--- config.mk ---
export PLATFORM = sky130hd
export DESIGN_NAME = modular_exponentiation_flat
export DESIGN_NICKNAME = d
export VERILOG_FILES = /design/src/rtl/mexp_pkg.sv /design/src/rtl/mexp_if.sv /design/src/rtl/modular_exponentiation.sv /design/src/rtl/mexp_dp.sv /design/src/rtl/mexp_ctrl.sv /design/src/flat_wrapper.sv
export SDC_FILE = /design/constraint.sdc
export NUM_CORES = 1
export LEC_CHECK = 0
export BUFFER_PORTS_ARGS = -buffer_cell sky130_fd_sc_hd__buf_4
export CAP_MARGIN = 10
export CORE_AREA = 8 8 273 143
export CTS_BUF_LIST = sky130_fd_sc_hd__clkbuf_16
export CTS_CLUSTER_SIZE = 25
export DETAILED_ROUTE_END_ITERATION = 7
export DIE_AREA = 0 0 281 151
export HOLD_SLACK_MARGIN = 0.1
export PLACE_DENSITY = 0.75
export SETUP_SLACK_MARGIN = 0.4
export SYNTH_ARGS = -nofsm -noshare
export SYNTH_HDL_FRONTEND = slang
export SYNTH_SLANG_ARGS = --single-unit
--- constraint.sdc ---
create_clock -name clk -period 5 [get_ports clk]
set_input_delay 1 -clock clk [delete_from_list [all_inputs] [get_ports clk]]
set_output_delay 1 -clock clk [all_outputs]
set_load 0.005 [all_outputs]
--- src/rtl/mexp_pkg.sv ---
// Shared widths, register indexes and datapath command/status types for modular exponentiation.
package mexp_pkg;

	// Bits of base and exponent taken into account.
	localparam int DATA_WIDTH = 32;

	localparam int BASE_W  = 32;
	localparam int EXP_W   = 32;
	localparam int MOD_W   = 31;
	localparam int CFG_IDX_W  = 1;
	localparam int CFG_DATA_W = 32;

	// Base reduction takes one quotient bit per cycle.
	localparam int DIV_STEPS = BASE_W;
	localparam int CNT_W     = $clog2(DIV_STEPS + 1);

	localparam logic [BASE_W-1:0] DATA_MASK = (DATA_WIDTH >= BASE_W) ? '1 :
		BASE_W'((64'd1 << DATA_WIDTH) - 64'd1);

	// Configuration register indexes.
	localparam logic [CFG_IDX_W-1:0] REG_EXPONENT = 1'd0;
	localparam logic [CFG_IDX_W-1:0] REG_MODULUS  = 1'd1;

	// Commands from the controller to the datapath.
	typedef struct packed {
		logic load;        // capture base, exponent, start reduction
		logic div_step;    // one restoring division step
		logic sq_load;     // square <= reduced base
		logic mul_init;    // start a modular product
		logic mul_sel_sq;  // multiplicand: 1 = square, 0 = running result
		logic mul_step;    // one shift-and-add step
		logic wr_acc;      // running result <= product
		logic wr_sq;       // square <= product
		logic exp_shift;   // next exponent bit
		logic out_load;    // load the output register
	} dp_cmd_t;

	// Status from the datapath to the controller.
	typedef struct packed {
		logic div_done;
		logic mul_done;
		logic exp_zero;
		logic exp_lsb;
		logic exp_last;
		logic out_full;
	} dp_sts_t;

endpackage

--- src/rtl/mexp_if.sv ---
// Valid/ready channel interfaces for the input, result and configuration ports.
interface mexp_in_if;
	logic                        valid;
	logic                        ready;
	logic [mexp_pkg::BASE_W-1:0] base;

	modport source (output valid, output base, input ready);
	modport sink   (input valid, input base, output ready);
endinterface

interface mexp_out_if;
	logic                       valid;
	logic                       ready;
	logic [mexp_pkg::MOD_W-1:0] power_mod;

	modport source (output valid, output power_mod, input ready);
	modport sink   (input valid, input power_mod, output ready);
endinterface

interface mexp_cfg_if;
	logic                            valid;
	logic                            ready;
	logic [mexp_pkg::CFG_IDX_W-1:0]  index;
	logic [mexp_pkg::CFG_DATA_W-1:0] data;

	modport source (output valid, output index, output data, input ready);
	modport sink   (input valid, input index, input data, output ready);
endinterface

--- src/rtl/modular_exponentiation.sv ---
// Top level: modular exponentiation core, base^exponent mod modulus, square-and-multiply.
//
//  channel  modport  payload            transfer
//  req      sink     base[31:0]         req.valid && req.ready
//  rsp      source   power_mod[30:0]    rsp.valid && rsp.ready
//  cfg      sink     index[0], data     cfg.valid && cfg.ready (always ready)
//
// One base at a time: base reduction first (one bit per cycle on the
// restoring divider), then per exponent bit up to two modular products on the
// single shift-and-add unit, each stepping through the multiplier's bits.
// Reset (arst_n low) clears the controller and sets exponent 0, modulus 1.
// A finished result waits in the output register; the next base is taken
// meanwhile and stalls only when its own result is ready before rsp drains.
module modular_exponentiation (
	input  logic       clk,
	input  logic       arst_n,
	mexp_in_if.sink    req,
	mexp_out_if.source rsp,
	mexp_cfg_if.sink   cfg
);
	import mexp_pkg::*;

	dp_cmd_t cmd;
	dp_sts_t sts;

	assign cfg.ready = 1'b1;

	mexp_ctrl u_ctrl (
		.clk      (clk),
		.arst_n   (arst_n),
		.in_valid (req.valid),
		.in_ready (req.ready),
		.sts      (sts),
		.cmd      (cmd)
	);

	mexp_dp u_dp (
		.clk       (clk),
		.arst_n    (arst_n),
		.cmd       (cmd),
		.sts       (sts),
		.base      (req.base),
		.cfg_we    (cfg.valid),
		.cfg_index (cfg.index),
		.cfg_data  (cfg.data),
		.out_ready (rsp.ready),
		.out_valid (rsp.valid),
		.power_mod (rsp.power_mod)
	);
endmodule

--- src/rtl/mexp_dp.sv ---
// Datapath: config registers, base reduction, shared shift-and-add modular multiplier, output register.
module mexp_dp (
	input  logic                            clk,
	input  logic                            arst_n,
	input  mexp_pkg::dp_cmd_t               cmd,
	output mexp_pkg::dp_sts_t               sts,
	input  logic [mexp_pkg::BASE_W-1:0]     base,
	input  logic                            cfg_we,
	input  logic [mexp_pkg::CFG_IDX_W-1:0]  cfg_index,
	input  logic [mexp_pkg::CFG_DATA_W-1:0] cfg_data,
	input  logic                            out_ready,
	output logic                            out_valid,
	output logic [mexp_pkg::MOD_W-1:0]      power_mod
);
	import mexp_pkg::*;

	logic [EXP_W-1:0]  exponent_q;
	logic [MOD_W-1:0]  modulus_q;

	logic [BASE_W-1:0] num_q;
	logic [CNT_W-1:0]  cnt_q;
	logic [MOD_W-1:0]  rem_q;
	logic [MOD_W-1:0]  dbl_q;
	logic [MOD_W-1:0]  y_q;
	logic [MOD_W-1:0]  acc_q;
	logic [MOD_W-1:0]  sq_q;
	logic [EXP_W-1:0]  exp_q;
	logic              out_valid_q;
	logic [MOD_W-1:0]  result_q;

	logic [MOD_W:0]    mod_ext;
	logic [MOD_W:0]    div_shift;
	logic [MOD_W-1:0]  div_next;
	logic [MOD_W:0]    add_sum;
	logic [MOD_W-1:0]  add_next;
	logic [MOD_W:0]    dbl_shift;
	logic [MOD_W-1:0]  dbl_next;
	logic              mod_small;

	// Configuration registers
	always_ff @(posedge clk or negedge arst_n) begin
		if (!arst_n) begin
			exponent_q <= '0;
			modulus_q  <= MOD_W'(1);
		end else if (cfg_we) begin
			unique case (cfg_index)
				REG_EXPONENT: exponent_q <= cfg_data;
				REG_MODULUS:  modulus_q  <= cfg_data[MOD_W-1:0];
				default: ;
			endcase
		end
	end

	assign mod_ext   = {1'b0, modulus_q};
	assign mod_small = (modulus_q <= MOD_W'(1));

	// Restoring division step: remainder stays below the modulus
	always_comb begin
		div_shift = {rem_q, num_q[BASE_W-1]};
		if (div_shift >= mod_ext)
			div_next = MOD_W'(div_shift - mod_ext);
		else
			div_next = div_shift[MOD_W-1:0];
	end

	// Shift-and-add step: add and double, each reduced by one subtract
	always_comb begin
		add_sum = {1'b0, rem_q} + {1'b0, dbl_q};
		if (add_sum >= mod_ext)
			add_next = MOD_W'(add_sum - mod_ext);
		else
			add_next = add_sum[MOD_W-1:0];
		dbl_shift = {dbl_q, 1'b0};
		if (dbl_shift >= mod_ext)
			dbl_next = MOD_W'(dbl_shift - mod_ext);
		else
			dbl_next = dbl_shift[MOD_W-1:0];
	end

	// Working registers
	always_ff @(posedge clk) begin
		if (cmd.load) begin
			num_q <= base & DATA_MASK;
			exp_q <= exponent_q & DATA_MASK;
			rem_q <= '0;
			cnt_q <= '0;
			acc_q <= MOD_W'(1);
		end else if (cmd.div_step) begin
			num_q <= {num_q[BASE_W-2:0], 1'b0};
			rem_q <= div_next;
			cnt_q <= cnt_q + CNT_W'(1);
		end
		if (cmd.sq_load)
			sq_q <= rem_q;
		if (cmd.wr_acc)
			acc_q <= rem_q;
		if (cmd.wr_sq)
			sq_q <= rem_q;
		if (cmd.exp_shift)
			exp_q <= {1'b0, exp_q[EXP_W-1:1]};
		if (cmd.mul_init) begin
			rem_q <= '0;
			dbl_q <= cmd.mul_sel_sq ? sq_q : acc_q;
			y_q   <= sq_q;
		end else if (cmd.mul_step) begin
			if (y_q[0])
				rem_q <= add_next;
			dbl_q <= dbl_next;
			y_q   <= {1'b0, y_q[MOD_W-1:1]};
		end
		if (cmd.out_load)
			result_q <= mod_small ? '0 : acc_q;
	end

	// Output register valid
	always_ff @(posedge clk or negedge arst_n) begin
		if (!arst_n)
			out_valid_q <= 1'b0;
		else if (cmd.out_load)
			out_valid_q <= 1'b1;
		else if (out_ready)
			out_valid_q <= 1'b0;
	end

	assign out_valid = out_valid_q;
	assign power_mod = result_q;

	assign sts.div_done = (cnt_q == CNT_W'(DIV_STEPS));
	assign sts.mul_done = (y_q == '0);
	assign sts.exp_zero = (exp_q == '0);
	assign sts.exp_lsb  = exp_q[0];
	assign sts.exp_last = (exp_q[EXP_W-1:1] == '0);
	assign sts.out_full = out_valid_q && !out_ready;

`ifndef SYNTHESIS
	a_div_rem_bound: assert property (@(posedge clk) disable iff (!arst_n)
		$past(cmd.div_step) && !mod_small |-> rem_q < modulus_q)
		else $error("division remainder not below modulus");
	a_mul_acc_bound: assert property (@(posedge clk) disable iff (!arst_n)
		$past(cmd.mul_step) && !mod_small && $past(rem_q < modulus_q)
		&& $past(dbl_q < modulus_q) |-> rem_q < modulus_q && dbl_q < modulus_q)
		else $error("product accumulator left the residue range");
	a_out_hold: assert property (@(posedge clk) disable iff (!arst_n)
		out_valid_q && !out_ready && !cmd.out_load |=> $stable(result_q))
		else $error("pending result changed");
`endif
endmodule

--- src/rtl/mexp_ctrl.sv ---
// Controller: sequences base reduction and the square-and-multiply loop over the exponent bits.
module mexp_ctrl (
	input  logic              clk,
	input  logic              arst_n,
	input  logic              in_valid,
	output logic              in_ready,
	input  mexp_pkg::dp_sts_t sts,
	output mexp_pkg::dp_cmd_t cmd
);
	import mexp_pkg::*;

	localparam logic [2:0] S_IDLE = 3'd0;
	localparam logic [2:0] S_DIV  = 3'd1;
	localparam logic [2:0] S_LOOP = 3'd2;
	localparam logic [2:0] S_MUL  = 3'd3;
	localparam logic [2:0] S_FIN  = 3'd4;

	logic [2:0] state_q, state_d;
	logic       phase_sq_q, phase_sq_d;

	// Next state and commands
	always_comb begin
		cmd        = '0;
		state_d    = state_q;
		phase_sq_d = phase_sq_q;
		in_ready   = 1'b0;
		unique case (state_q)
			S_IDLE: begin
				in_ready = 1'b1;
				if (in_valid) begin
					cmd.load = 1'b1;
					state_d  = S_DIV;
				end
			end
			S_DIV: begin
				if (sts.div_done) begin
					cmd.sq_load = 1'b1;
					state_d     = S_LOOP;
				end else begin
					cmd.div_step = 1'b1;
				end
			end
			S_LOOP: begin
				if (sts.exp_zero) begin
					state_d = S_FIN;
				end else begin
					// set bit: multiply first, else go straight to the square
					cmd.mul_init   = 1'b1;
					cmd.mul_sel_sq = !sts.exp_lsb;
					phase_sq_d     = !sts.exp_lsb;
					state_d        = S_MUL;
				end
			end
			S_MUL: begin
				if (!sts.mul_done) begin
					cmd.mul_step = 1'b1;
				end else if (!phase_sq_q) begin
					cmd.wr_acc = 1'b1;
					if (sts.exp_last) begin
						// last bit: the square is never used
						cmd.exp_shift = 1'b1;
						state_d       = S_LOOP;
					end else begin
						cmd.mul_init   = 1'b1;
						cmd.mul_sel_sq = 1'b1;
						phase_sq_d     = 1'b1;
					end
				end else begin
					cmd.wr_sq     = 1'b1;
					cmd.exp_shift = 1'b1;
					state_d       = S_LOOP;
				end
			end
			S_FIN: begin
				if (!sts.out_full) begin
					cmd.out_load = 1'b1;
					state_d      = S_IDLE;
				end
			end
			default: state_d = S_IDLE;
		endcase
	end

	always_ff @(posedge clk or negedge arst_n) begin
		if (!arst_n) begin
			state_q    <= S_IDLE;
			phase_sq_q <= 1'b0;
		end else begin
			state_q    <= state_d;
			phase_sq_q <= phase_sq_d;
		end
	end

`ifndef SYNTHESIS
	a_no_overwrite: assert property (@(posedge clk) disable iff (!arst_n)
		cmd.out_load |-> !sts.out_full)
		else $error("result loaded over a pending one");
	a_start_div: assert property (@(posedge clk) disable iff (!arst_n)
		in_valid && in_ready |=> state_q == S_DIV)
		else $error("accepted base did not start reduction");
	a_wr_done: assert property (@(posedge clk) disable iff (!arst_n)
		cmd.wr_acc || cmd.wr_sq |-> sts.mul_done && state_q == S_MUL)
		else $error("product written before multiply finished");
`endif
endmodule
--- src/flat_wrapper.sv ---
// flat-port wrapper written by rule: the top's interface ports become plain ports
module modular_exponentiation_flat import mexp_pkg::*;
  (clk, arst_n, req_valid, req_base, req_ready, rsp_valid, rsp_power_mod, rsp_ready, cfg_valid, cfg_index, cfg_data, cfg_ready);
  mexp_in_if req_i ();
  mexp_out_if rsp_i ();
  mexp_cfg_if cfg_i ();
  input  logic clk;
  input  logic arst_n;
  input wire logic [$bits(req_i.valid)-1:0] req_valid;
  input wire logic [$bits(req_i.base)-1:0] req_base;
  output wire logic [$bits(req_i.ready)-1:0] req_ready;
  output wire logic [$bits(rsp_i.valid)-1:0] rsp_valid;
  output wire logic [$bits(rsp_i.power_mod)-1:0] rsp_power_mod;
  input wire logic [$bits(rsp_i.ready)-1:0] rsp_ready;
  input wire logic [$bits(cfg_i.valid)-1:0] cfg_valid;
  input wire logic [$bits(cfg_i.index)-1:0] cfg_index;
  input wire logic [$bits(cfg_i.data)-1:0] cfg_data;
  output wire logic [$bits(cfg_i.ready)-1:0] cfg_ready;
  assign req_i.valid = req_valid;
  assign req_i.base = req_base;
  assign req_ready = req_i.ready;
  assign rsp_valid = rsp_i.valid;
  assign rsp_power_mod = rsp_i.power_mod;
  assign rsp_i.ready = rsp_ready;
  assign cfg_i.valid = cfg_valid;
  assign cfg_i.index = cfg_index;
  assign cfg_i.data = cfg_data;
  assign cfg_ready = cfg_i.ready;
  modular_exponentiation u_core (.clk(clk), .arst_n(arst_n), .req(req_i), .rsp(rsp_i), .cfg(cfg_i));
endmodule
==> results of run 1 <==
cells by family after synthesis:
family / after synthesis
and+or+nand+nor: 818
xor gates and xnor gates: 90
AOI/OAI and AO/OA: 531
DFF: 324
adders and majority gates: 130
buffers and inverters: 154
other: 1
muxes: 130
stage by stage:
stage	cells	setup slack, ns	utilization	TNS (ns)	hold WS [ns]
after detailed placement	2776	-0.0446	0.643	-0.110	0.490
after floorplan	2178	0.515	-	0	0.455
final	2867	0.254	0.696	0	0.505
after global placement	2776	0.128	0.643	0	0.476
after CTS	2846	0.356	0.681	0	0.505
after global routing	2866	0.103	0.696	0	0.518
layout make-up:
class / count / area (um^2)
fillers: 2670 / 10700
well taps: 484 / 606
inverters: 65 / 244
multi-input cells: 1700 / 11900
clock buffers: 29 / 726
flip-flops and latches: 324 / 9010
repair buffers: 240 / 1910
clock inverters: 24 / 175
diodes: 1 / 2.50
per-layer routing:
metal | global-route usage | routed length [um]
met1 | 0.502 | 32800
met2 | 0.413 | 26900
met3 | 0.196 | 13800
met4 | 0.0491 | 1200
met5 | 0.0105 | 123
timing repair:
action	CTS	global route
hold buffers	0	0
gates resized for setup	51	87
pin swaps	15	40
gates cloned	1	2
setup buffers	16	18
setup endpoints to repair	31	31
final timing paths:
| path | to | startpoint | depth (start not counted) |
|---|---|---|---|
| min | u_core.u_ctrl.state_q[0] | arst_n | 1 |
| max | u_core.u_dp.rem_q[11] | u_core.u_dp.dbl_q[1] | 21 |
| min reg2reg | u_core.u_dp.cnt_q[1] | u_core.u_dp.cnt_q[1] | 2 |
| min in group clk | u_core.u_dp.cnt_q[1] | u_core.u_dp.cnt_q[1] | 2 |
| max in group asynchronous | u_core.u_dp.exponent_q[9] | arst_n | 1 |
| max reg2reg | u_core.u_dp.rem_q[11] | u_core.u_dp.dbl_q[1] | 21 |
state kept, by name, summed over array words and instances, names as in the netlist:
| name | cells |
|---|---|
| u_core.u_dp.exponent_q | 32 |
| u_core.u_dp.num_q | 32 |
| u_core.u_ctrl.phase_sq_q | 1 |
| u_core.u_dp.exp_q | 32 |
| u_core.u_dp.modulus_q | 31 |
| u_core.u_dp.rem_q | 31 |
| u_core.u_dp.dbl_q | 31 |
| u_core.u_dp.out_valid | 1 |
| u_core.u_dp.power_mod | 31 |
| u_core.u_dp.acc_q | 31 |
| u_core.u_dp.y_q | 31 |
| u_core.u_ctrl.state_q | 3 |
| u_core.u_dp.cnt_q | 6 |
| u_core.u_dp.sq_q | 31 |
synth_stat cells, drive strengths merged (4+ instances only):
| cell | instances |
|---|---|
| inv | 65 |
| o211ai | 23 |
| o21bai | 15 |
| nand2 | 412 |
| xnor2 | 52 |
| a311oi | 8 |
| a211o | 5 |
| nor2 | 102 |
| nor3 | 26 |
| o31a | 4 |
| a21o | 51 |
| nand2b | 12 |
| dfrtp | 67 |
| fa | 4 |
| o31ai | 7 |
| or3 | 12 |
| xor2 | 38 |
| nand3 | 39 |
| o21a | 21 |
| ha | 126 |
| nor2b | 49 |
| a21boi | 11 |
| or2 | 15 |
| mux2 | 101 |
| a221oi | 6 |
| a211oi | 28 |
| and3 | 42 |
| buf | 43 |
| nand4 | 28 |
| and2 | 42 |
| a31oi | 44 |
| mux2i | 29 |
| a22oi | 9 |
| o21ai | 109 |
| o22ai | 13 |
| a221o | 5 |
| a21oi | 131 |
| clkbuf | 46 |
| a32oi | 5 |
| o311ai | 6 |
| edfxtp | 218 |
| a41oi | 5 |
| dfxtp | 38 |
| nor4 | 29 |
| a31o | 4 |
==> impl_metrics.env, run 1 <==
export IMPL_path_buf_inv=2
export IMPL_synth_top_family_by_area="simple AND/OR/NAND/NOR gates"
export IMPL_drive_gt1_frac=0.218
export IMPL_ys_ff_latch=324
export IMPL_timing_critical_path_cells="buf_4 -> ha_4 -> a211oi_4 -> nor4_4 -> o21ai_2 -> nand2_2 -> a211oi_2 -> o21bai_1 -> a21oi_1 -> xnor2_2 -> ha_4 -> a21oi_1 -> o21ai_1 -> or3_1 -> a21oi_2 -> o221a_2 -> nand3_4 -> buf_12 -> or3_1 -> a21o_1 -> a31oi_1"
export IMPL_seq_area_frac_synth=0.431
export IMPL_core_mm2=0.0353
export IMPL_cts_buffer_depth=3
export IMPL_antenna_left=0
export IMPL_setup_viol=0
export IMPL_gp_congestion=1.10
export IMPL_synth_largest_area_cell="edfxtp_1"
export IMPL_fin_skew_ns=0.0136
export IMPL_area_delta_synth_final_pct=17.4
export IMPL_final_cell_area_mm2=0.0245
export IMPL_synthAdderAreaFrac=0.0793
export IMPL_synthSimpleGateAreaFrac=0.182
export IMPL_critical_path_max_stage_delay_ns=0.45
export IMPL_hold_class="in2async"
export IMPL_cts_htree_levels=1
export IMPL_nets=2560
export IMPL_via_per_inst=6.60
export IMPL_root_buffer="clkbuf_16"
export IMPL_required_ns=5.51
export IMPL_max_slew_margin=0.211
export IMPL_synth_distinct_cells=89
export IMPL_synth_cells=2178
export IMPL_grt_max_degree=69
export IMPL_grt_ovfl_total=0
export IMPL_min_period_ns=4.75
export IMPL_cts_tree="built"
export IMPL_num_io_pins=104
export IMPL_final_cell_mix="nand2_1 (401), buf_4 (227), edfxtp_1 (218)"
export IMPL_first_global_vias=17100
export IMPL_place_area_mm2=0.0227
export IMPL_ys_top_cells_by_area="edfxtp_1 (31%), dfrtp_1 (8.0%), ha_1 (7.5%)"
export IMPL_cpMaxStageDelayCell="edfxtp_1"
export IMPL_clkSinkCount=324
export IMPL_ff2ff_setup_slack_ns=0.25
export IMPL_synth_xor_area_frac=0.0377
export IMPL_route_detailed_drc=0
export IMPL_dieArea_mm2=0.0424
export IMPL_detail_route_wl_per_cell_um=26.1
export IMPL_synth_compound_area_share=0.168
export IMPL_max_freq_mhz=211
export IMPL_start_kind="register"
export IMPL_maxCapViolCount=0
export IMPL_firstDrtPassIters=7
export IMPL_antenna_found_initial=3
export IMPL_numCtsBuffers=29
export IMPL_die_w_um=281
export IMPL_syn_nets=2378
export IMPL_rsz0062_at_grt="true"
export IMPL_cp_max_fo=6
export IMPL_final_common_cell="nand2_1"
export IMPL_synth_area_mm2=0.0209
export IMPL_crit_family="compound AO/OA/AOI/OAI gates"
export IMPL_clkTransAtPathRegs_ns=0.08
export IMPL_drv_slew=0
export IMPL_avgSynthCellArea_um2=9.60
export IMPL_die_y_um=151
export IMPL_grt_use_total=0.337
export IMPL_synth_ff_type="edfxtp_1"
export IMPL_yosys_warnings=0
export IMPL_dp_hpwl_um=57100
export IMPL_synthMuxAreaShare=0.0683
export IMPL_placementRows=49
export IMPL_synthArstFlopShare=0.210
export IMPL_first_iter_violations=2611
export IMPL_routed_wl_um=74900
export IMPL_fin_crit_sh=0.949
export IMPL_worstPathArrival_ns=5.25
export IMPL_path_class="reg2reg"
export IMPL_insertion_delay_ns=0.59
export IMPL_hold_viol_final=0
export IMPL_cp_end_kind="register"
export IMPL_numPortBuffers=102
export IMPL_vias=18900
export IMPL_status="finished, final reports clean"
export IMPL_worstMarginPinSlew_ns=1.18
export IMPL_grt_pass1_wl_um=108000
export IMPL_initial_core_util=0.593
export IMPL_yosysTopAreaCellShare=0.313
export IMPL_synth_edf_count=218
Power of run 1 is left out: the tool's default activity adds up to more than one toggle a clock period on the data nets, which glitch-free logic cannot reach.
==> run 2, diff against run 1 <==
==> constraint.sdc (replaced) <==
create_clock -name clk -period 6 [get_ports clk]
set_input_delay 1.2 -clock clk [delete_from_list [all_inputs] [get_ports clk]]
set_output_delay 1.2 -clock clk [all_outputs]
set_load 0.005 [all_outputs]
==> run 2 against run 1 <==
- the run now ends with design-rule violations left
- global-route usage fell by 1.7 points
- via count decreased by 4.6%
- clock skew grew 0.014 ns
- final cell count decreased by 3.0%
- sequential cell count did not move
- design area fell by 5.6%
- fmax down 11%
- sequential share of layout area is 2.2 points higher
- die area did not move
- critical path type unchanged
- largest cell class unchanged
==> impl_metrics.env, run 2 (same netlist as run 1, synthesis figures left out) <==
export IMPL_insertion_delay_ns=0.61
export IMPL_first_global_vias=16400
export IMPL_hold_class="reg2reg"
export IMPL_required_ns=6.52
export IMPL_core_mm2=0.0353
export IMPL_fin_crit_sh=0.888
export IMPL_antenna_left=0
export IMPL_clkSinkCount=324
export IMPL_worstPathArrival_ns=5.85
export IMPL_num_io_pins=104
export IMPL_clkTransAtPathRegs_ns=0.07
export IMPL_hp_start="u_core.u_dp.cnt_q[1]"
export IMPL_tns_ns=0
export IMPL_grt_max_degree=69
export IMPL_die_w_um=281
export IMPL_antenna_found_initial=1
export IMPL_via_per_inst=6.49
export IMPL_die_y_um=151
export IMPL_routed_wl_met3_um=12600
export IMPL_cts_buffer_depth=3
export IMPL_rr_worst_depth=20
export IMPL_area_delta_synth_final_pct=10.8
export IMPL_ff2ff_setup_slack_ns=0.67
export IMPL_top_layer="met4"
export IMPL_final_common_cell="nand2_1"
export IMPL_drv_slew=0
export IMPL_max_freq_mhz=188
export IMPL_cts_hold_buf=0
export IMPL_grt_ovfl_total=0
export IMPL_dp_hpwl_um=54400
export IMPL_grt_use_total=0.320
export IMPL_max_slew_margin=0.214
export IMPL_placementRows=49
export IMPL_grt_pass1_wl_um=103000
export IMPL_final_cell_mix="nand2_1 (410), edfxtp_1 (218), buf_4 (151)"
export IMPL_reg2reg_to="u_core.u_dp.rem_q[11]"
export IMPL_cts_htree_levels=1
export IMPL_worstReg2RegStart="u_core.u_dp.dbl_q[2]"
export IMPL_met1_length_um=31800
export IMPL_firstDrtPassIters=8
export IMPL_hold_viol_final=0
export IMPL_met2_wirelength_um=24400
export IMPL_path_class="reg2reg"
export IMPL_route_detailed_drc=5
export IMPL_first_iter_violations=2605
export IMPL_top_regs="u_core.u_dp.exp_q (32), u_core.u_dp.exponent_q (32), u_core.u_dp.num_q (32)"
export IMPL_detail_route_wl_per_cell_um=25.2
export IMPL_rsz0062_at_grt="false"
export IMPL_worstMarginPinSlew_ns=1.17
export IMPL_start_kind="register"
export IMPL_min_path_cells=2
export IMPL_nets=2473
export IMPL_numPortBuffers=102
export IMPL_setup_viol=0
export IMPL_vias=18100
export IMPL_hold_end="u_core.u_dp.cnt_q[1]"
export IMPL_routed_wl_um=70000
export IMPL_cp_max_fo=24
export IMPL_root_buffer="clkbuf_16"
export IMPL_gp_congestion=1.07
export IMPL_min_period_ns=5.33
export IMPL_violations="design-rule violations"
export IMPL_drive_gt1_frac=0.151
export IMPL_maxCapViolCount=0
export IMPL_status="finished with violations"
export IMPL_dieArea_mm2=0.0424
export IMPL_initial_core_util=0.593
export IMPL_fin_skew_ns=0.0278
export IMPL_cp_end_kind="register"
export IMPL_cts_tree="built"
export IMPL_numCtsBuffers=29
run 2: changes by cell type in the layout (fill, tap and decap cells not counted), moves of 6 or more:
cell / previous run / this run
a22oi_2: 6 / 0
a22oi_1: 3 / 9
o21ai_1: 21 / 7
a211oi_1: 17 / 23
xnor2_1: 45 / 52
nand2_2: 9 / 2
ha_4: 19 / 0
nand2_1: 401 / 410
buf_6: 8 / 1
inv_1: 67 / 76
ha_1: 103 / 125
buf_4: 227 / 151
o21ai_0: 79 / 99
run 2: area by class of cell:
cell class | count | area (um^2)
clock inverter | 25 | 143
tap | 484 | 606
multi-input combinational | 1700 | 11300
clock buffer | 29 | 726
sequential | 324 | 9010
antenna | 2 | 5.00
fill | 2864 | 12100
timing repair buffer | 153 | 1160
inverter | 65 | 244
run 2: what timing repair did:
| action | in CTS | in global routing |
|---|---|---|
| setup endpoints to repair | 0 | 15 |
| buffers inserted | 0 | 4 |
| gates resized for setup | 0 | 4 |
run 2: metal layers:
metal  up-vias  track usage
met4         0       0.0432
met2      1079        0.382
met1      8705        0.492
li1       8183            -
met5         -            0
met3        95        0.180
run 2: metrics by stage:
stage | area, um^2 | hold slack [ns] | std cells | worst slack [ns] | utilization
after floorplan | 20900 | 0.455 | 2178 | 1.51 | -
after global placement | 22200 | 0.477 | 2722 | 0.740 | 0.631
after detailed placement | 22200 | 0.490 | 2722 | 0.720 | 0.631
after CTS | 23100 | 0.506 | 2776 | 0.664 | 0.656
after global routing | 23200 | 0.517 | 2780 | 0.396 | 0.657
final | 23200 | 0.504 | 2782 | 0.671 | 0.657
run 2: how the worst max path moves through the flow:
stage	startpoint	end	slack, ns	depth (start not counted)
finish	u_core.u_dp.dbl_q[2]	u_core.u_dp.rem_q[11]	0.67	20
global route	u_core.u_dp.dbl_q[0]	u_core.u_dp.rem_q[4]	0.40	23
CTS	u_core.u_dp.dbl_q[0]	u_core.u_dp.rem_q[11]	0.66	22
detailed placement	u_core.u_dp.dbl_q[0]	u_core.u_dp.rem_q[11]	0.72	22
global placement	u_core.u_dp.dbl_q[0]	u_core.u_dp.rem_q[12]	0.74	22
floorplan	u_core.u_dp.dbl_q[0]	u_core.u_dp.rem_q[2]	1.51	22
run 2: critical path: stages (launching register included):
cell and delay, ns:
edfxtp_1 0.48, ha_1 0.44, o21ai_0 0.16, nor4_1 0.39, o21ai_0 0.23, nand2_1 0.19
a211oi_1 0.14, o21bai_1 0.15, a21oi_1 0.10, xnor2_1 0.56, ha_1 0.43, a21oi_1 0.20
o21ai_1 0.11, or3_1 0.31, a21oi_1 0.19, o221a_2 0.26, nand3_2 0.09, buf_6 0.20
or3_1 0.32, a21o_1 0.16, a31oi_1 0.12
Power of run 2 is left out for the same reason.
